[src/hw/rtl/wrrg_pkg.sv]
// shared types and constants for the whitened random range generator
// no dependencies; imported by every module of the block
package wrrg_pkg;

   localparam int SAMPLE_BITS = 12;
   localparam int VALUE_BITS  = 32;
   localparam int LEFT_BITS   = 5;
   localparam int INDEX_BITS  = 2;

   typedef enum logic [1:0] {
      MODE_BYTE  = 2'd0,
      MODE_W15   = 2'd1,
      MODE_W31   = 2'd2,
      MODE_RANGE = 2'd3
   } out_mode_type;

   localparam logic [INDEX_BITS-1:0] CSR_OUT_MODE   = 2'd0;
   localparam logic [INDEX_BITS-1:0] CSR_RANGE_LOW  = 2'd1;
   localparam logic [INDEX_BITS-1:0] CSR_RANGE_HIGH = 2'd2;

   localparam logic [LEFT_BITS-1:0] LEFT_BYTE = 5'd8;
   localparam logic [LEFT_BITS-1:0] LEFT_W15  = 5'd15;
   localparam logic [LEFT_BITS-1:0] LEFT_W31  = 5'd31;

   // configuration as seen by the value builder
   typedef struct packed {
      out_mode_type            mode;
      logic [VALUE_BITS-1:0]   low;
      logic [VALUE_BITS-1:0]   span;
      logic [VALUE_BITS-1:0]   top;
      logic                    span_le1;
   } cfg_view_type;

endpackage

[src/hw/rtl/whitened_random_range_generator_top.sv]
// top level of the whitened random range generator: input and result registers
// depends on wrrg_pkg, wrrg_cfg, wrrg_whiten, wrrg_build
//
//   channel  | ports            | word
//   ---------+------------------+--------------------------------------
//   input    | req_t*           | tdata[11:0] adc_sample, [15:12] zero
//   result   | rsp_t*           | tdata[31:0] rand_value
//   config   | csr_wen/index/wd | index 0 out_mode, 1 range_low, 2 range_high
//
// one word accepted per cycle unless stalled; a taken word is held in the input register
// until evaluated, and its result, if any, is registered at the end of its evaluation cycle.
// after reset and after each config write to index 0, 1 or 2 req_tready stays low
// while the span and its top-bit mask are registered.
// a full result register that is not taken stalls evaluation and input.
// reset is synchronous and clears the whitening and builder state.
module whitened_random_range_generator_top (
   input  logic                                clock,
   input  logic                                reset,
   input  logic                                req_tvalid,
   output logic                                req_tready,
   input  logic [15:0]                         req_tdata,  // [11:0] adc_sample
   output logic                                rsp_tvalid,
   input  logic                                rsp_tready,
   output logic [31:0]                         rsp_tdata,  // [31:0] rand_value
   input  logic                                csr_wen,
   input  logic [wrrg_pkg::INDEX_BITS-1:0]     csr_index,
   input  logic [wrrg_pkg::VALUE_BITS-1:0]     csr_wdata
);
   import wrrg_pkg::*;

   cfg_view_type            cfg;
   logic                    cfg_abort;
   logic                    cfg_settled;
   logic                    in_valid_ff, in_valid_in;
   logic                    in_bit_ff;
   logic                    out_valid_ff, out_valid_in;
   logic [VALUE_BITS-1:0]   out_data_ff;
   logic                    go;
   logic                    bypass;
   logic                    white_valid;
   logic                    white_bit;
   logic                    res_valid;
   logic [VALUE_BITS-1:0]   res_value;
   logic                    req_take;

   wrrg_cfg u_cfg (
      .clock       (clock),
      .reset       (reset),
      .csr_wen     (csr_wen),
      .csr_index   (csr_index),
      .csr_wdata   (csr_wdata),
      .cfg         (cfg),
      .cfg_abort   (cfg_abort),
      .cfg_settled (cfg_settled)
   );

   assign go         = in_valid_ff && (!out_valid_ff || rsp_tready);
   assign req_tready = cfg_settled && (!in_valid_ff || go);
   assign req_take   = req_tvalid && req_tready;

   // the bypassed word never reaches the whitening stages
   wrrg_whiten u_whiten (
      .clock       (clock),
      .reset       (reset),
      .raw_en      (go && !bypass),
      .raw_bit     (in_bit_ff),
      .white_valid (white_valid),
      .white_bit   (white_bit)
   );

   wrrg_build u_build (
      .clock       (clock),
      .reset       (reset),
      .cfg         (cfg),
      .cfg_abort   (cfg_abort),
      .go          (go),
      .white_valid (white_valid),
      .white_bit   (white_bit),
      .bypass      (bypass),
      .res_valid   (res_valid),
      .res_value   (res_value)
   );

   always_comb begin
      if (req_take) begin
         in_valid_in = 1'b1;
      end else if (go) begin
         in_valid_in = 1'b0;
      end else begin
         in_valid_in = in_valid_ff;
      end
      if (go && res_valid) begin
         out_valid_in = 1'b1;
      end else if (rsp_tready) begin
         out_valid_in = 1'b0;
      end else begin
         out_valid_in = out_valid_ff;
      end
   end

   always_ff @(posedge clock) begin
      if (reset) begin
         in_valid_ff  <= 1'b0;
         out_valid_ff <= 1'b0;
      end else begin
         in_valid_ff  <= in_valid_in;
         out_valid_ff <= out_valid_in;
      end
   end

   always_ff @(posedge clock) begin
      if (req_take) begin
         in_bit_ff <= req_tdata[0];
      end
      if (go && res_valid) begin
         out_data_ff <= res_value;
      end
   end

   assign rsp_tvalid = out_valid_ff;
   assign rsp_tdata  = out_data_ff;

endmodule

[src/hw/rtl/wrrg_cfg.sv]
// configuration registers plus registered span and top-bit mask
// depends on wrrg_pkg
module wrrg_cfg (
   input  logic                                 clock,
   input  logic                                 reset,
   input  logic                                 csr_wen,
   input  logic [wrrg_pkg::INDEX_BITS-1:0]      csr_index,
   input  logic [wrrg_pkg::VALUE_BITS-1:0]      csr_wdata,
   output wrrg_pkg::cfg_view_type               cfg,
   output logic                                 cfg_abort,
   output logic                                 cfg_settled
);
   import wrrg_pkg::*;

   out_mode_type            mode_ff, mode_in;
   logic [VALUE_BITS-1:0]   low_ff, low_in;
   logic [VALUE_BITS-1:0]   high_ff, high_in;
   logic [VALUE_BITS-1:0]   span_ff, span_in;
   logic [VALUE_BITS-1:0]   top_ff, top_in;
   logic                    le1_ff, le1_in;
   logic [1:0]              settle_ff, settle_in;
   logic [VALUE_BITS-1:0]   smear;

   always_comb begin
      mode_in   = mode_ff;
      low_in    = low_ff;
      high_in   = high_ff;
      cfg_abort = 1'b0;
      if (csr_wen) begin
         case (csr_index)
            CSR_OUT_MODE: begin
               mode_in   = out_mode_type'(csr_wdata[1:0]);
               cfg_abort = 1'b1;
            end
            CSR_RANGE_LOW: begin
               low_in    = csr_wdata;
               cfg_abort = 1'b1;
            end
            CSR_RANGE_HIGH: begin
               high_in   = csr_wdata;
               cfg_abort = 1'b1;
            end
            default: ;
         endcase
      end
   end

   // span_ff is registered from the bound registers, and top_ff from span_ff
   always_comb begin
      span_in = (high_ff > low_ff) ? (high_ff - low_ff) : '0;
      smear   = span_ff - VALUE_BITS'(1);
      smear   = smear | (smear >> 1);
      smear   = smear | (smear >> 2);
      smear   = smear | (smear >> 4);
      smear   = smear | (smear >> 8);
      smear   = smear | (smear >> 16);
      top_in  = smear ^ (smear >> 1);
      le1_in  = (span_ff <= VALUE_BITS'(1));
   end

   always_comb begin
      if (cfg_abort) begin
         settle_in = 2'd2;
      end else if (settle_ff != 2'd0) begin
         settle_in = settle_ff - 2'd1;
      end else begin
         settle_in = settle_ff;
      end
   end

   always_ff @(posedge clock) begin
      if (reset) begin
         mode_ff   <= MODE_BYTE;
         low_ff    <= '0;
         high_ff   <= '0;
         span_ff   <= '0;
         top_ff    <= '0;
         le1_ff    <= 1'b1;
         settle_ff <= 2'd2;
      end else begin
         mode_ff   <= mode_in;
         low_ff    <= low_in;
         high_ff   <= high_in;
         span_ff   <= span_in;
         top_ff    <= top_in;
         le1_ff    <= le1_in;
         settle_ff <= settle_in;
      end
   end

   assign cfg.mode     = mode_ff;
   assign cfg.low      = low_ff;
   assign cfg.span     = span_ff;
   assign cfg.top      = top_ff;
   assign cfg.span_le1 = le1_ff;
   assign cfg_settled  = (settle_ff == 2'd0);

endmodule

[src/hw/rtl/wrrg_whiten.sv]
// two cascaded von neumann stages on the sample's low bit
// depends on wrrg_pkg
module wrrg_whiten (
   input  logic clock,
   input  logic reset,
   input  logic raw_en,
   input  logic raw_bit,
   output logic white_valid,
   output logic white_bit
);
   import wrrg_pkg::*;

   logic first1_ff, first1_in;
   logic have1_ff, have1_in;
   logic first2_ff, first2_in;
   logic have2_ff, have2_in;
   logic b1_valid;

   always_comb begin
      first1_in   = first1_ff;
      have1_in    = have1_ff;
      first2_in   = first2_ff;
      have2_in    = have2_ff;
      b1_valid    = 1'b0;
      white_valid = 1'b0;
      white_bit   = raw_bit;
      if (raw_en) begin
         if (!have1_ff) begin
            first1_in = raw_bit;
            have1_in  = 1'b1;
         end else begin
            have1_in = 1'b0;
            b1_valid = (first1_ff != raw_bit);
         end
      end
      // stage one emits the second bit of its pair
      if (b1_valid) begin
         if (!have2_ff) begin
            first2_in = raw_bit;
            have2_in  = 1'b1;
         end else begin
            have2_in    = 1'b0;
            white_valid = (first2_ff != raw_bit);
         end
      end
   end

   always_ff @(posedge clock) begin
      if (reset) begin
         first1_ff <= 1'b0;
         have1_ff  <= 1'b0;
         first2_ff <= 1'b0;
         have2_ff  <= 1'b0;
      end else begin
         first1_ff <= first1_in;
         have1_ff  <= have1_in;
         first2_ff <= first2_in;
         have2_ff  <= have2_in;
      end
   end

endmodule

[src/hw/rtl/wrrg_build.sv]
// value builder: fixed-width shift accumulator and bounded range builder
// depends on wrrg_pkg
module wrrg_build (
   input  logic                              clock,
   input  logic                              reset,
   input  wrrg_pkg::cfg_view_type            cfg,
   input  logic                              cfg_abort,
   input  logic                              go,
   input  logic                              white_valid,
   input  logic                              white_bit,
   output logic                              bypass,
   output logic                              res_valid,
   output logic [wrrg_pkg::VALUE_BITS-1:0]   res_value
);
   import wrrg_pkg::*;

   logic [VALUE_BITS-1:0] accum_ff, accum_in;
   logic [VALUE_BITS-1:0] mask_ff, mask_in;
   logic [LEFT_BITS-1:0]  left_ff, left_in;
   logic                  started_ff, started_in;
   logic                  done;

   assign bypass = !started_ff && (cfg.mode == MODE_RANGE) && cfg.span_le1;

   always_comb begin
      accum_in   = accum_ff;
      mask_in    = mask_ff;
      left_in    = left_ff;
      started_in = started_ff;
      res_valid  = 1'b0;
      res_value  = '0;
      done       = 1'b0;
      if (go) begin
         if (bypass) begin
            res_valid = 1'b1;
            res_value = cfg.low;
         end else begin
            if (!started_ff) begin
               started_in = 1'b1;
               accum_in   = '0;
               mask_in    = '0;
               left_in    = '0;
               case (cfg.mode)
                  MODE_BYTE:  left_in = LEFT_BYTE;
                  MODE_W15:   left_in = LEFT_W15;
                  MODE_W31:   left_in = LEFT_W31;
                  MODE_RANGE: mask_in = cfg.top;
                  default:    ;
               endcase
            end
            if (white_valid) begin
               if (cfg.mode == MODE_RANGE) begin
                  if (white_bit) begin
                     accum_in = accum_in | mask_in;
                  end
                  // rejection: restart from the top bit once the prefix reaches span
                  if (accum_in >= cfg.span) begin
                     accum_in = '0;
                     mask_in  = cfg.top;
                  end else begin
                     mask_in = mask_in >> 1;
                     if (mask_in == '0) begin
                        res_valid = 1'b1;
                        res_value = cfg.low + accum_in;
                        done      = 1'b1;
                     end
                  end
               end else begin
                  accum_in = {1'b0, accum_in[VALUE_BITS-3:0], white_bit};
                  left_in  = left_in - LEFT_BITS'(1);
                  if (left_in == '0) begin
                     res_valid = 1'b1;
                     res_value = accum_in;
                     done      = 1'b1;
                  end
               end
            end
         end
      end
      if (done || cfg_abort) begin
         accum_in   = '0;
         mask_in    = '0;
         left_in    = '0;
         started_in = 1'b0;
      end
   end

   always_ff @(posedge clock) begin
      if (reset) begin
         accum_ff   <= '0;
         mask_ff    <= '0;
         left_ff    <= '0;
         started_ff <= 1'b0;
      end else begin
         accum_ff   <= accum_in;
         mask_ff    <= mask_in;
         left_ff    <= left_in;
         started_ff <= started_in;
      end
   end

`ifndef NO_ASSERTIONS
   a_byte_width: assert property (@(posedge clock) disable iff (reset)
      res_valid && (cfg.mode == MODE_BYTE) && !bypass |-> res_value[VALUE_BITS-1:8] == '0)
      else $error("byte mode word wider than 8 bits");

   a_w15_width: assert property (@(posedge clock) disable iff (reset)
      res_valid && (cfg.mode == MODE_W15) |-> res_value[VALUE_BITS-1:15] == '0)
      else $error("15-bit mode word too wide");

   a_range_bound: assert property (@(posedge clock) disable iff (reset)
      res_valid && (cfg.mode == MODE_RANGE) && !cfg.span_le1
      |-> (res_value - cfg.low) < cfg.span)
      else $error("range word outside bounds");

   a_idle_clear: assert property (@(posedge clock) disable iff (reset)
      !started_ff |-> (accum_ff == '0) && (mask_ff == '0) && (left_ff == '0))
      else $error("builder state left over after completion");
`endif

endmodule

[config.mk]
export PLATFORM = sky130hd
export DESIGN_NAME = whitened_random_range_generator_top
export DESIGN_NICKNAME = d
export VERILOG_FILES = /design/src/hw/rtl/wrrg_pkg.sv /design/src/hw/rtl/whitened_random_range_generator_top.sv /design/src/hw/rtl/wrrg_cfg.sv /design/src/hw/rtl/wrrg_whiten.sv /design/src/hw/rtl/wrrg_build.sv
export SDC_FILE = /design/constraint.sdc
export NUM_CORES = 1
export LEC_CHECK = 0
export BUFFER_PORTS_ARGS = -buffer_cell sky130_fd_sc_hd__buf_2
export CORE_MARGIN = 4
export CORE_UTILIZATION = 46
export DETAILED_ROUTE_END_ITERATION = 16
export PLACE_DENSITY = 0.59
export SLEW_MARGIN = 20
export SYNTH_ARGS = -nofsm -noshare
export SYNTH_HDL_FRONTEND = slang
export SYNTH_HIERARCHICAL = 1
export SYNTH_SLANG_ARGS = --single-unit
[constraint.sdc]
create_clock -name clock -period 10.5 [get_ports clock]
set_input_delay 1.575 -clock clock [delete_from_list [all_inputs] [get_ports clock]]
set_output_delay 1.575 -clock clock [all_outputs]
set_load 0.1 [all_outputs]
After elaboration in Yosys (flattened, before gate mapping)
Cells that the tools add are included.

Output and inout port bits: 34. Word-level logic and storage cells: 128. Register bits after elaboration: 242. Bits of input ports: 55.

$add $sub $neg: 5. Reductions and logical operators: 32. Multiplexer cells: 51. $lt $le $gt $ge: 3. Equality and inequality tests: 7. Bitwise logic cells: 11.

Operator list (count): 32-bit 2-to-1 mux (23); 32-bit adder (1); 32-bit >= comparator (1); 32-bit > comparator (1); 32-bit by 1-bit <= comparator with 1-bit output, second input constant (1); 32-bit zero test (1); 32-bit by 16-bit OR with 32-bit output (1); 32-bit by 24-bit OR with 32-bit output (1); 32-bit by 28-bit OR with 32-bit output (1); 32-bit by 30-bit OR with 32-bit output (1); 32-bit by 31-bit OR with 32-bit output (1); 32-bit OR (1); 32-bit by 1-bit subtractor with 32-bit output, second input constant (1); 32-bit subtractor (1); 32-bit by 31-bit XOR with 32-bit output (1); 31-bit 2-to-1 mux (1); 5-bit 2-to-1 mux (5); 1-bit 2-to-1 mux (21); 5-bit case mux with 3 select lines (1); 2-bit AND reduction (6); 1-bit logical AND (7); 2-bit equality test, second input constant (3); 2-bit zero test (3); 2-bit nonzero test (3); other kinds (10) (22).

Longest topological paths before layout
Gate-level depths: netlist of run 1.

Depth in word-level cells: 19. Gate-level depth with buffers: 18. Gate-level depth less buffers: 15.

By module
The synthesis of run 1 kept the hierarchy.

Modules (own cells, without submodules): wrrg_build (sequential area each 1401.3 um2, times used 1, cells an instance 1066, area each 7512.2 um2); wrrg_cfg (sequential area each 2662.6 um2, times used 1, cells an instance 915, area each 7282.0 um2); whitened_random_range_generator_top (sequential area each 1031.0 um2, times used 1, cells an instance 47, area each 1104.8 um2); wrrg_whiten (sequential area each 80.1 um2, times used 1, cells an instance 23, area each 206.4 um2).

Least setup slack after synthesis of run 1
Ideal clock, no wire load.

Path kind: register to register. Start point: register u_build.started_ff. End point: register out_data_ff[0], in the netlist rsp_tdata[0], enable pin. Setup slack: 5.410 ns. Required time: 10.079 ns. Library setup time: 0.421 ns. Cell stages (with the launch flop): 18. Path buffers: 5. Arrival time: 4.669 ns. Period minus slack after synthesis: 5.090 ns. Cells stage by stage: dfxtp_1 > buf_2 > buf_2 > clkbuf_1 > clkbuf_1 > buf_1 > a22o_1 > ha_1 > a21oi_1 > o21a_1 > a21oi_1 > a221o_1 > a31oi_4 > and2_1 > nor3_1 > nor2_1 > nand2_1 > nor2_1.

Word-level cells in the longest chain between the ends: 16. Elaborated cells on any way between the ends: 34. Those cells by class: add/sub: 1; order compare: 1; mux: 23; bitwise: 1; reduce/logical: 8.

RTL lines: start: declaration (line wrrg_build.sv:20) `logic started_ff, started_in;`; start signal: assignment (line wrrg_build.sv:98) `started_ff <= started_in;`; 32-bit 2-to-1 mux (line wrrg_build.sv:38) `if (!started_ff) begin`; 32-bit 2-to-1 mux (line wrrg_build.sv:34) `if (bypass) begin`; 32-bit 2-to-1 mux (line wrrg_build.sv:33) `if (go) begin`; 32-bit OR (line wrrg_build.sv:54) `accum_in = accum_in | mask_in;`; 32-bit 2-to-1 mux (line wrrg_build.sv:53) `if (white_bit) begin`; 32-bit 2-to-1 mux (line wrrg_build.sv:52) `if (cfg.mode == MODE_RANGE) begin`; 32-bit 2-to-1 mux (line wrrg_build.sv:51) `if (white_valid) begin`; 32-bit 2-to-1 mux (line wrrg_build.sv:34); 32-bit 2-to-1 mux (line wrrg_build.sv:33); 32-bit >= comparator (line wrrg_build.sv:57) `if (accum_in >= cfg.span) begin`; 1-bit 2-to-1 mux (line wrrg_build.sv:57); 1-bit 2-to-1 mux (line wrrg_build.sv:52); 1-bit 2-to-1 mux (line wrrg_build.sv:51); 1-bit 2-to-1 mux * (line wrrg_build.sv:34); 1-bit 2-to-1 mux * (line wrrg_build.sv:33); named net res_valid (line whitened_random_range_generator_top.sv:42) `logic res_valid;`; 1-bit logical AND * (line whitened_random_range_generator_top.sv:115) `if (go && res_valid) begin`; end signal: assignment (line whitened_random_range_generator_top.sv:116) `out_data_ff <= res_value;`; end: declaration (line whitened_random_range_generator_top.sv:37) `logic [VALUE_BITS-1:0] out_data_ff;`.

The timed path passes the listed nets; every way through them passes the cells marked *. The select of a mux whose other input is x is not followed. A chain may end at the register's enable or synchronous reset.

Final worst setup path of run 1
Start point: register u_build.started_ff. End point: register u_build.mask_ff[30].

Word-level cells in the longest chain between the ends: 17. Elaborated cells on any way between the ends: 40. Those cells by class: add/sub: 1; order compare: 1; mux: 26; bitwise: 2; reduce/logical: 10.

RTL lines: 32-bit 2-to-1 mux (line wrrg_build.sv:38); 32-bit 2-to-1 mux (line wrrg_build.sv:34); 32-bit 2-to-1 mux (line wrrg_build.sv:33); 32-bit OR (line wrrg_build.sv:54); 32-bit 2-to-1 mux (line wrrg_build.sv:53); 32-bit 2-to-1 mux (line wrrg_build.sv:52); 32-bit 2-to-1 mux (line wrrg_build.sv:51); 32-bit 2-to-1 mux (line wrrg_build.sv:34); 32-bit 2-to-1 mux (line wrrg_build.sv:33); 32-bit >= comparator (line wrrg_build.sv:57); 1-bit 2-to-1 mux (line wrrg_build.sv:57); 1-bit 2-to-1 mux (line wrrg_build.sv:52); 1-bit 2-to-1 mux (line wrrg_build.sv:51); 1-bit 2-to-1 mux (line wrrg_build.sv:34); 1-bit 2-to-1 mux (line wrrg_build.sv:33); 1-bit logical OR (line wrrg_build.sv:80) `if (done || cfg_abort) begin`; 2-bit OR reduction (no source line); end signal: assignment (line wrrg_build.sv:96) `mask_ff <= mask_in;`; end: declaration (line wrrg_build.sv:18) `logic [VALUE_BITS-1:0] mask_ff, mask_in;`.

Several ways; a longest one is shown, not always the timed one. The select of a mux whose other input is x is not followed.

==> summary.txt, run 1 <==
Outcome
  – Status: complete, no violations

Clocking
  – Setup repair bufs after CTS: 0
  – CTS tree: done
  – Root Buffer: clkbuf_16
  – Clock Pin Slew Worst Setup and Hold Paths: 60 ps
  – CTS buffer count: 29
  – Hold-fix buffer count after cts: 0
  – Post-CTS Resized: 0
  – Max clock buf depth: 3
  – H-tree levels: 1
  – Clk sinks: 242
  – Worst-skew pair later-pin latency: approximately 560 ps

GRT
  – Initial antenna violation count: 0
  – Met2 Resource Use GR: 0.3874
  – Largest net degree at the start of global routing: 93
  – GR peak layer: met2
  – Total GRT Usage: 0.2615
  – GR Overflow Total: 0
  – Number of global-route vias before repair: between 10,000 and 15,000
  – Met3 Usage GRT: 0.04193
  – Wire length of the first global-routing pass: 80,370 µm
  – Met1 usage: 0.3870

STA
  – Fin crit share: 0.6117
  – RSZ-0062 raised after global routing: false
  – Worst rel slew slack: 0.2942
  – Fin. max-slew vios: 0
  – Fmax: 155.7 MHz
  – Final Skew: slightly above 9 ps
  – Final Hold Viols: 0
  – Setup-failing EPs final: 0
  – Tmin final: 6423 ps
  – Slew @ Worst Pin: 1056 ps
  – Setup TNS: 0 ps
  – Worst setup margin: 4077 ps

Setup path
  – CP Capture Point: u_build/mask_ff[30]$_SDFFE_PP0P_
  – R2r startpoint: u_build/started_ff$_SDFFE_PP0P_
  – CP max stage delay: 870 ps
  – CP arrival: 6830 ps
  – Setup slack, reg-to-reg: approximately 4100 ps
  – CP endpoint kind: flop
  – Worst R2R End: u_build/mask_ff[30]$_SDFFE_PP0P_
  – Crit-path max FO: slightly above 90
  – Top cell by count, worst path: buf_4
  – R2R depth: 14
  – Required @ worst endpoint: 10,910 ps
  – Critical Path Start: u_build/started_ff$_SDFFE_PP0P_
  – CP max stage cell: dfxtp_4
  – Startpoint Class: flop
  – Crit-path cells: buf_4 > o21ai_0 > a22o_1 > ha_1 > nand4_1 > a21oi_1 > a221o_1 > a31oi_4 > buf_4 > and4b_1 > nor2_1 > o21ai_4 > buf_4 > nor2_1
  – WS Path Type: flop to flop

Place
  – Worst Setup Slack post-DPL: 4277 ps
  – Detail Placement HPWL: 38,770 µm
  – GPL Wtd Cong: 0.9235
  – Placed cell count: 2,473
  – Port Buffers: 73

Synth
  – Syn. warnings: 6
  – Syn Nets: 2,211
  – Post-synth EDFFs: 33
  – Cell variety after synth: 93
  – Asr flop ratio synth: 0
  – Flops & latches, synth: 242
  – Synth Area per Inst: 7.852 µm²
  – Top FF cell, synth: dfxtp_1
  – Synthesized area: between 0.015 and 0.02 mm²
  – Sequential area share after synthesis: 0.3213
  – Syn Inst Count: 2,051

Die
  – Starting Density: 0.4662
  – Cell Rows: 68
  – # IOs: 89
  – Die Y: 195.1 µm
  – Die Wd: 195.1 µm
  – Die area: between 0.03 and 0.04 mm²
  – Core area: ~0.035 mm²

Detailed routing
  – Post-DRT Antenna Nets: 0
  – Drt initial violations: 1,498
  – Final wirelength: between 50,000 and 60,000 µm
  – Vias/cell: 6.115
  – DRC viols: 0
  – DR pass1 iterations: 5
  – Via count: 15,450
  – WL/cell: 20.79 µm

Finish
  – Fill count: approximately 3,400
  – Area Growth Syn to Fin: 10.17%
  – Multi-input gate area: 0.01008 mm²
  – Most frequent cells in the layout: nand2_1, a21oi_1, dfxtp_1
  – Final std cells w/o fill: between 2,000 and 3,000
  – Reg area: slightly above 0.005 mm²
  – Most common cell after layout, fill and taps aside: nand2_1
  – Antenna Cells: 0
  – NumNets Final: 2,209
  – Layout cell share with drive strength beyond 1: 0.09029

Power
  – P_leak: about 6.8 nW
  – Max VDD drop: 147.1 µV
  – Power Total: 2.935 mW
  – Pwr/cell area: 165.4 mW/mm²

Flow run
  – Max-cap violations: 0

Hold path
  – HP Start: u_cfg/high_ff[0]$_SDFFE_PP0P_
  – Worst min path class: flop to flop
## Yosys cell counts, drive strengths merged, types with 8 or more instances
library cell / count / area, µm²
xnor2: 48 / 420.4
nand2: 314 / 1186
o21bai: 9 / 67.56
and3: 14 / 87.58
edfxtp: 33 / 991.0
inv: 89 / 334.1
mux2i: 40 / 400.4
nor2b: 19 / 121.4
nand4: 18 / 127.6
or3: 14 / 87.58
nand3b: 8 / 60.06
o21a: 11 / 82.58
o211ai: 12 / 95.09
nor3b: 10 / 80.07
or4: 11 / 86.33
a22o: 31 / 271.5
and2: 16 / 100.1
ha: 103 / 1289
a21oi: 230 / 1151
nand2b: 15 / 96.34
xor2: 30 / 262.8
nor2: 143 / 536.8
a32oi: 52 / 455.4
a211oi: 14 / 105.1
o41ai: 10 / 102.6
nand3: 32 / 160.2
a21o: 42 / 315.3
dfxtp: 209 / 4184
nor4: 27 / 250.2
o21ai: 159 / 795.8
a31oi: 10 / 77.57
buf: 39 / 201.4
clkbuf: 90 / 339.1
nor3: 45 / 246.5
## worst min-delay path by stage
stage / endpoint / depth (start not counted)
after floorplan: u_cfg/high_ff[0]$_SDFFE_PP0P_ / 2
after global placement: u_cfg/high_ff[0]$_SDFFE_PP0P_ / 2
after detailed placement: u_cfg/high_ff[6]$_SDFFE_PP0P_ / 2
after CTS: u_cfg/high_ff[6]$_SDFFE_PP0P_ / 2
after global routing: u_cfg/high_ff[7]$_SDFFE_PP0P_ / 2
final: u_cfg/high_ff[0]$_SDFFE_PP0P_ / 2
## kinds of logic after synthesis
| group | synth area share |
|---|---|
| AND/OR/NAND/NOR | 0.2155 |
| AO/OA/AOI/OAI | 0.2589 |
| XOR/XNOR | 0.04242 |
| multiplexers | 0.02486 |
| flip-flops | 0.3213 |
| buffers and inverters | 0.05454 |
| adder cells (fa/ha/maj) | 0.08251 |
## cell type report
| cell class | instances | area share |
|---|---|---|
| multi-input combinational | 1590 | 0.5681 |
| inverter | 90 | 0.01904 |
| clock inverter | 15 | 0.01234 |
| tap | 455 | 0.03209 |
| sequential | 242 | 0.2919 |
| clock buffer | 38 | 0.04626 |
| timing repair buffer | 96 | 0.03032 |
## worst max-delay path, delay by kind of cell, from the launching register on
kind	cells	cell delay, ps
compound gates	6	1770
fa+ha+maj	1	310
buf+inv	3	2030
flops	1	870
simple gates	4	1140
## power breakdown
part           total, mW  switching (mW)  internal (mW)  leakage [nW]
Sequential          1.07          0.0865          0.984          1.98
Clock               1.10           0.423          0.673         0.507
Combinational      0.769           0.467          0.302          4.34
## sequential cells by signal, summed over array words and instances, names as in the netlist, 2 cells and up
| register | cells |
|---|---|
| u_build/mask_ff | 32 |
| u_cfg/mode_ff | 2 |
| u_cfg/low_ff | 32 |
| rsp_tdata | 32 |
| u_build/accum_ff | 32 |
| u_cfg/settle_ff | 2 |
| u_cfg/span_ff | 32 |
| u_cfg/top_ff | 32 |
| u_cfg/high_ff | 32 |
| u_build/left_ff | 5 |
## per-layer routing
layer / routed length, µm / up-vias
met4: 1817 / 0
met3: 4076 / 94
met1: 24340 / 7285
met5: 0 / -
met2: 22280 / 616
li1: - / 7451
## metrics by stage
step | cell area (µm²) | hold WS (ps) | utilization
after floorplan | 16110 | 436.3 | -
after global placement | 16700 | 444.9 | 0.4836
after detailed placement | 16700 | 451.2 | 0.4836
after CTS | 17740 | 459.7 | 0.5137
after global routing | 17740 | 480.1 | 0.5137
final | 17740 | 458.4 | 0.5137
(Power assumes the default switching activity.)
==> inputs of run 2 (changes only) <==
--- a/config.mk
+++ b/config.mk
@@ -5,11 +5,12 @@
 export SDC_FILE = /design/constraint.sdc
 export NUM_CORES = 1
 export LEC_CHECK = 0
+export ABC_AREA = 1
 export BUFFER_PORTS_ARGS = -buffer_cell sky130_fd_sc_hd__buf_2
 export CORE_MARGIN = 4
 export CORE_UTILIZATION = 46
 export DETAILED_ROUTE_END_ITERATION = 16
-export PLACE_DENSITY = 0.59
+export PLACE_DENSITY = 0.61
 export SLEW_MARGIN = 20
 export SYNTH_ARGS = -nofsm -noshare
 export SYNTH_HDL_FRONTEND = slang
==> constraint.sdc (replaced) <==
create_clock -name clock -period 5.9 [get_ports clock]
set_input_delay 0.885 -clock clock [delete_from_list [all_inputs] [get_ports clock]]
set_output_delay 0.885 -clock clock [all_outputs]
set_load 0.1 [all_outputs]
==> run 2 against run 1 <==
- utilization up 0.58 points
- die area up 12%
- final area up 14%
- first-iteration DRC count increased by 27%
- worst setup slack lost 3200 ps
- wire length is 27% higher
- maximum frequency up 27%
- sequential power increased by 78%
- largest power group unchanged
- flip-flop and latch count unchanged
- register-to-register slack lost 3200 ps
- non-clock buffer count is 15 higher
- global-route usage grew 4.6 points
==> summary.txt, run 2 <==
Outcome
  – Status: complete, no violations (unchanged)

STA
  – Setup-failing EPs final: 0 (unchanged)
  – Slew @ Worst Pin: 1110 ps (was 1056 ps)
  – Worst rel slew slack: 0.2597 (was 0.2942)
  – Fin crit share: 0.8547 (was 0.6117)
  – Final Hold Viols: 0 (unchanged)
  – Fin. max-slew vios: 0 (unchanged)
  – Tmin final: 5043 ps (was 6423 ps)
  – Fmax: 198.3 MHz (was 155.7 MHz)
  – RSZ-0062 raised after global routing: false (unchanged)
  – Setup TNS: 0 ps (unchanged)
  – Final Skew: 16.23 ps (was 9.212 ps)

Detailed routing
  – Vias/cell: 5.486 (was 6.115)
  – Post-DRT Antenna Nets: 0 (unchanged)
  – Final wirelength: 66,680 µm (was 52,510 µm)
  – WL/cell: 19.11 µm (was 20.79 µm)
  – Drt initial violations: 1,907 (was 1,498)
  – DR pass1 iterations: 8 (was 5)
  – Via count: 19,140 (was 15,450)
  – DRC viols: 0 (unchanged)

Finish
  – Most common cell after layout, fill and taps aside: nand2_1 (unchanged)
  – Area Growth Syn to Fin: 10.87% (was 10.17%)
  – Layout cell share with drive strength beyond 1: 0.08953 (was 0.09029)
  – Fill count: 4,022 (was 3,439)
  – Antenna Cells: 0 (unchanged)
  – NumNets Final: 3,107 (was 2,209)
  – Most frequent cells in the layout: nand2_1, nor2_1, inv_1 (was nand2_1, a21oi_1, dfxtp_1)
  – Final std cell area, no fill: 0.02017 mm² (was 0.01774 mm²)

Place
  – GPL Wtd Cong: 0.9423 (was 0.9235)
  – Post-DP Area: 0.01901 mm² (was 0.01670 mm²)
  – Detail Placement HPWL: 51,120 µm (was 38,770 µm)
  – Port Buffers: 73 (unchanged)

Synth
  – Sequential area share after synthesis: 0.2845 (was 0.3213)
  – Flops & latches, synth: 242 (unchanged)
  – Synthesized area: 0.01819 mm² (was 0.01611 mm²)
  – Yosys top cell area share: 0.2300 (was 0.2598)
  – Area leader, netlist: dfxtp_1 (unchanged)
  – Count leader, synth: nand2_1 (unchanged)
  – Syn. warnings: 6 (unchanged)
  – Post-synth EDFFs: 33 (unchanged)
  – Syn Inst Count: 2,916 (was 2,051)
  – Cell variety after synth: 56 (was 93)
  – Top FF cell, synth: dfxtp_1 (unchanged)
  – Syn Nets: 3,076 (was 2,211)
  – Top cells by area, synth: dfxtp_1, nand2_1, nor2_1 (was dfxtp_1, ha_1, nand2_1)
  – Asr flop ratio synth: 0 (unchanged)
  – Synth Area per Inst: 6.238 µm² (was 7.852 µm²)
  – Commonest cells in the netlist: nand2_1, nor2_1, inv_1 (was nand2_1, a21oi_1, dfxtp_1)

Die
  – # IOs: 89 (unchanged)
  – Die area: 0.04279 mm² (was 0.03807 mm²)
  – Core area: 0.03883 mm² (was 0.03454 mm²)
  – Die Y: 206.9 µm (was 195.1 µm)
  – Cell Rows: 72 (was 68)
  – Starting Density: 0.4685 (was 0.4662)
  – Die Wd: 206.9 µm (was 195.1 µm)

Hold path
  – Hold EP: u_cfg/high_ff[0]$_SDFFE_PP0P_ (unchanged)
  – Worst min path class: flop to flop (unchanged)
  – Hold depth: 2 (unchanged)
  – HP Start: u_cfg/high_ff[0]$_SDFFE_PP0P_ (unchanged)

GRT
  – Largest net degree at the start of global routing: 98 (was 93)
  – Initial antenna violation count: 1 (was 0)
  – Wire length of the first global-routing pass: 102,300 µm (was 80,370 µm)
  – Total GRT Usage: 0.3077 (was 0.2615)
  – GR Overflow Total: 0 (unchanged)
  – Number of global-route vias before repair: 17,780 (was 13,960)

Setup path
  – Delay-heaviest family, CP: simple AND/OR/NAND/NOR gates (was buffers and inverters)
  – Required @ worst endpoint: 6110 ps (was 10,910 ps)
  – WS Path Type: flop to flop (unchanged)
  – R2R depth: 27 (was 14)
  – CP arrival: 5250 ps (was 6830 ps)
  – R2r startpoint: u_cfg/mode_ff[1]$_SDFFE_PP0P_ (was u_build/started_ff$_SDFFE_PP0P_)
  – Critical Path Start: u_cfg/mode_ff[1]$_SDFFE_PP0P_ (was u_build/started_ff$_SDFFE_PP0P_)
  – Worst R2R End: rsp_tdata[8]$_DFFE_PP_ (was u_build/mask_ff[30]$_SDFFE_PP0P_)
  – CP endpoint kind: flop (unchanged)
  – Startpoint Class: flop (unchanged)
  – Top cell by count, worst path: nand2_1 (was buf_4)
  – Buf+Inv Stages, Crit Path: 7 (was 3)
  – Crit path depth: 27 (was 14)
  – CP max stage cell: o21ai_0 (was dfxtp_4)
  – CP max stage delay: 590 ps (was 870 ps)
  – Setup slack, reg-to-reg: 860 ps (was 4080 ps)
  – Crit-path max FO: 32 (was 92)

Clocking
  – CTS tree: done (unchanged)
  – Clock Pin Slew Worst Setup and Hold Paths: 60 ps (about the same)
  – Root Buffer: clkbuf_16 (unchanged)
  – Post-CTS Resized: 0 (unchanged)
  – CTS buffer count: 30 (was 29)
  – Max clock buf depth: 3 (unchanged)
  – Setup repair bufs after CTS: 0 (unchanged)
  – Worst-skew pair later-pin latency: 580 ps (was 560 ps)
  – H-tree levels: 1 (unchanged)
  – Hold-fix buffer count after cts: 0 (unchanged)
  – Clk sinks: 242 (unchanged)

Power
  – P_leak: 9.476 nW (was 6.832 nW)
  – Pwr/cell area: 298.4 mW/mm² (was 165.4 mW/mm²)
  – Max VDD drop: 259.6 µV (was 147.1 µV)

Flow run
  – Max-cap violations: 0 (unchanged)
==> run 2: cell count changes after synthesis, moves of 26 or more <==
cell,previous run,this run
mux2i_1,40,0
o21ai_0,156,260
nand3_1,32,114
nor2_1,143,467
a21o_1,42,8
a21boi_0,6,32
xnor2_1,48,19
inv_1,87,350
a22oi_1,3,32
nand2_1,311,708
a32oi_1,52,0
a22o_1,31,0
==> run 2: layout make-up <==
type / instances / area [µm²] / area share
Clock inverter: 13 / 220.2 / 0.01092
Timing Repair Buffer: 111 / 650.6 / 0.03226
Tap cell: 518 / 648.1 / 0.03214
Clock buffer: 43 / 934.6 / 0.04634
Multi-Input combinational cell: 2194 / 11160 / 0.5532
Sequential cell: 242 / 5176 / 0.2567
Inverter: 368 / 1381 / 0.06849
==> run 2: stage by stage <==
stage	util	setup slack, ps	total power, mW	hold WS, ps	std cells
6_report	0.5194	857.1	6.018	466.0	3489
5_1_grt	0.5194	483.9	6.347	469.8	3489
4_1_cts	0.5194	866.8	6.005	457.9	3489
3_5_place_dp	0.4897	906.1	3.887	451.9	3433
3_3_place_gp	0.4897	945.6	3.868	445.8	3433
2_1_floorplan	-	1005	3.341	433.1	2916
==> run 2: logic make-up after synthesis <==
| logic type | after synthesis | synth area share |
|---|---|---|
| AOI/OAI and AO/OA | 588 | 0.1783 |
| xor gates and xnor gates | 46 | 0.02215 |
| adders and majority gates | 105 | 0.07305 |
| buffers and inverters | 480 | 0.1043 |
| DFF | 242 | 0.2845 |
| and+or+nand+nor | 1455 | 0.3377 |
==> run 2: where the power goes <==
part / internal, mW / switching [mW] / leakage, nW / total (mW)
sequential: 1.77 / 0.132 / 2.08 / 1.90
clock: 1.33 / 0.794 / 0.563 / 2.12
combinational: 0.572 / 1.43 / 6.83 / 2.00
==> run 2: worst max path at each step <==
stage,slack [ps],end
after floorplan,1010,rsp_tdata[0]$_DFFE_PP_
after global placement,950,rsp_tdata[0]$_DFFE_PP_
after global routing,480,rsp_tdata[8]$_DFFE_PP_
final,860,rsp_tdata[8]$_DFFE_PP_
after detailed placement,910,rsp_tdata[0]$_DFFE_PP_
after CTS,870,rsp_tdata[8]$_DFFE_PP_
==> run 2: worst min-delay path: cells and delay by family (launching register included) <==
family,cells,cell delay [ps]
AOI/OAI and AO/OA,1,60
buffers and inverters,1,60
DFF,1,300
==> run 2: metal layers <==
layer | part of all wire | GRT usage | vias to the layer above
met1 | 0.45 | 0.4319 | 8923
li1 | - | - | 9479
met5 | 0 | 0 | -
met4 | 0.032 | 0.08782 | 0
met2 | 0.45 | 0.5036 | 628
met3 | 0.067 | 0.03343 | 112
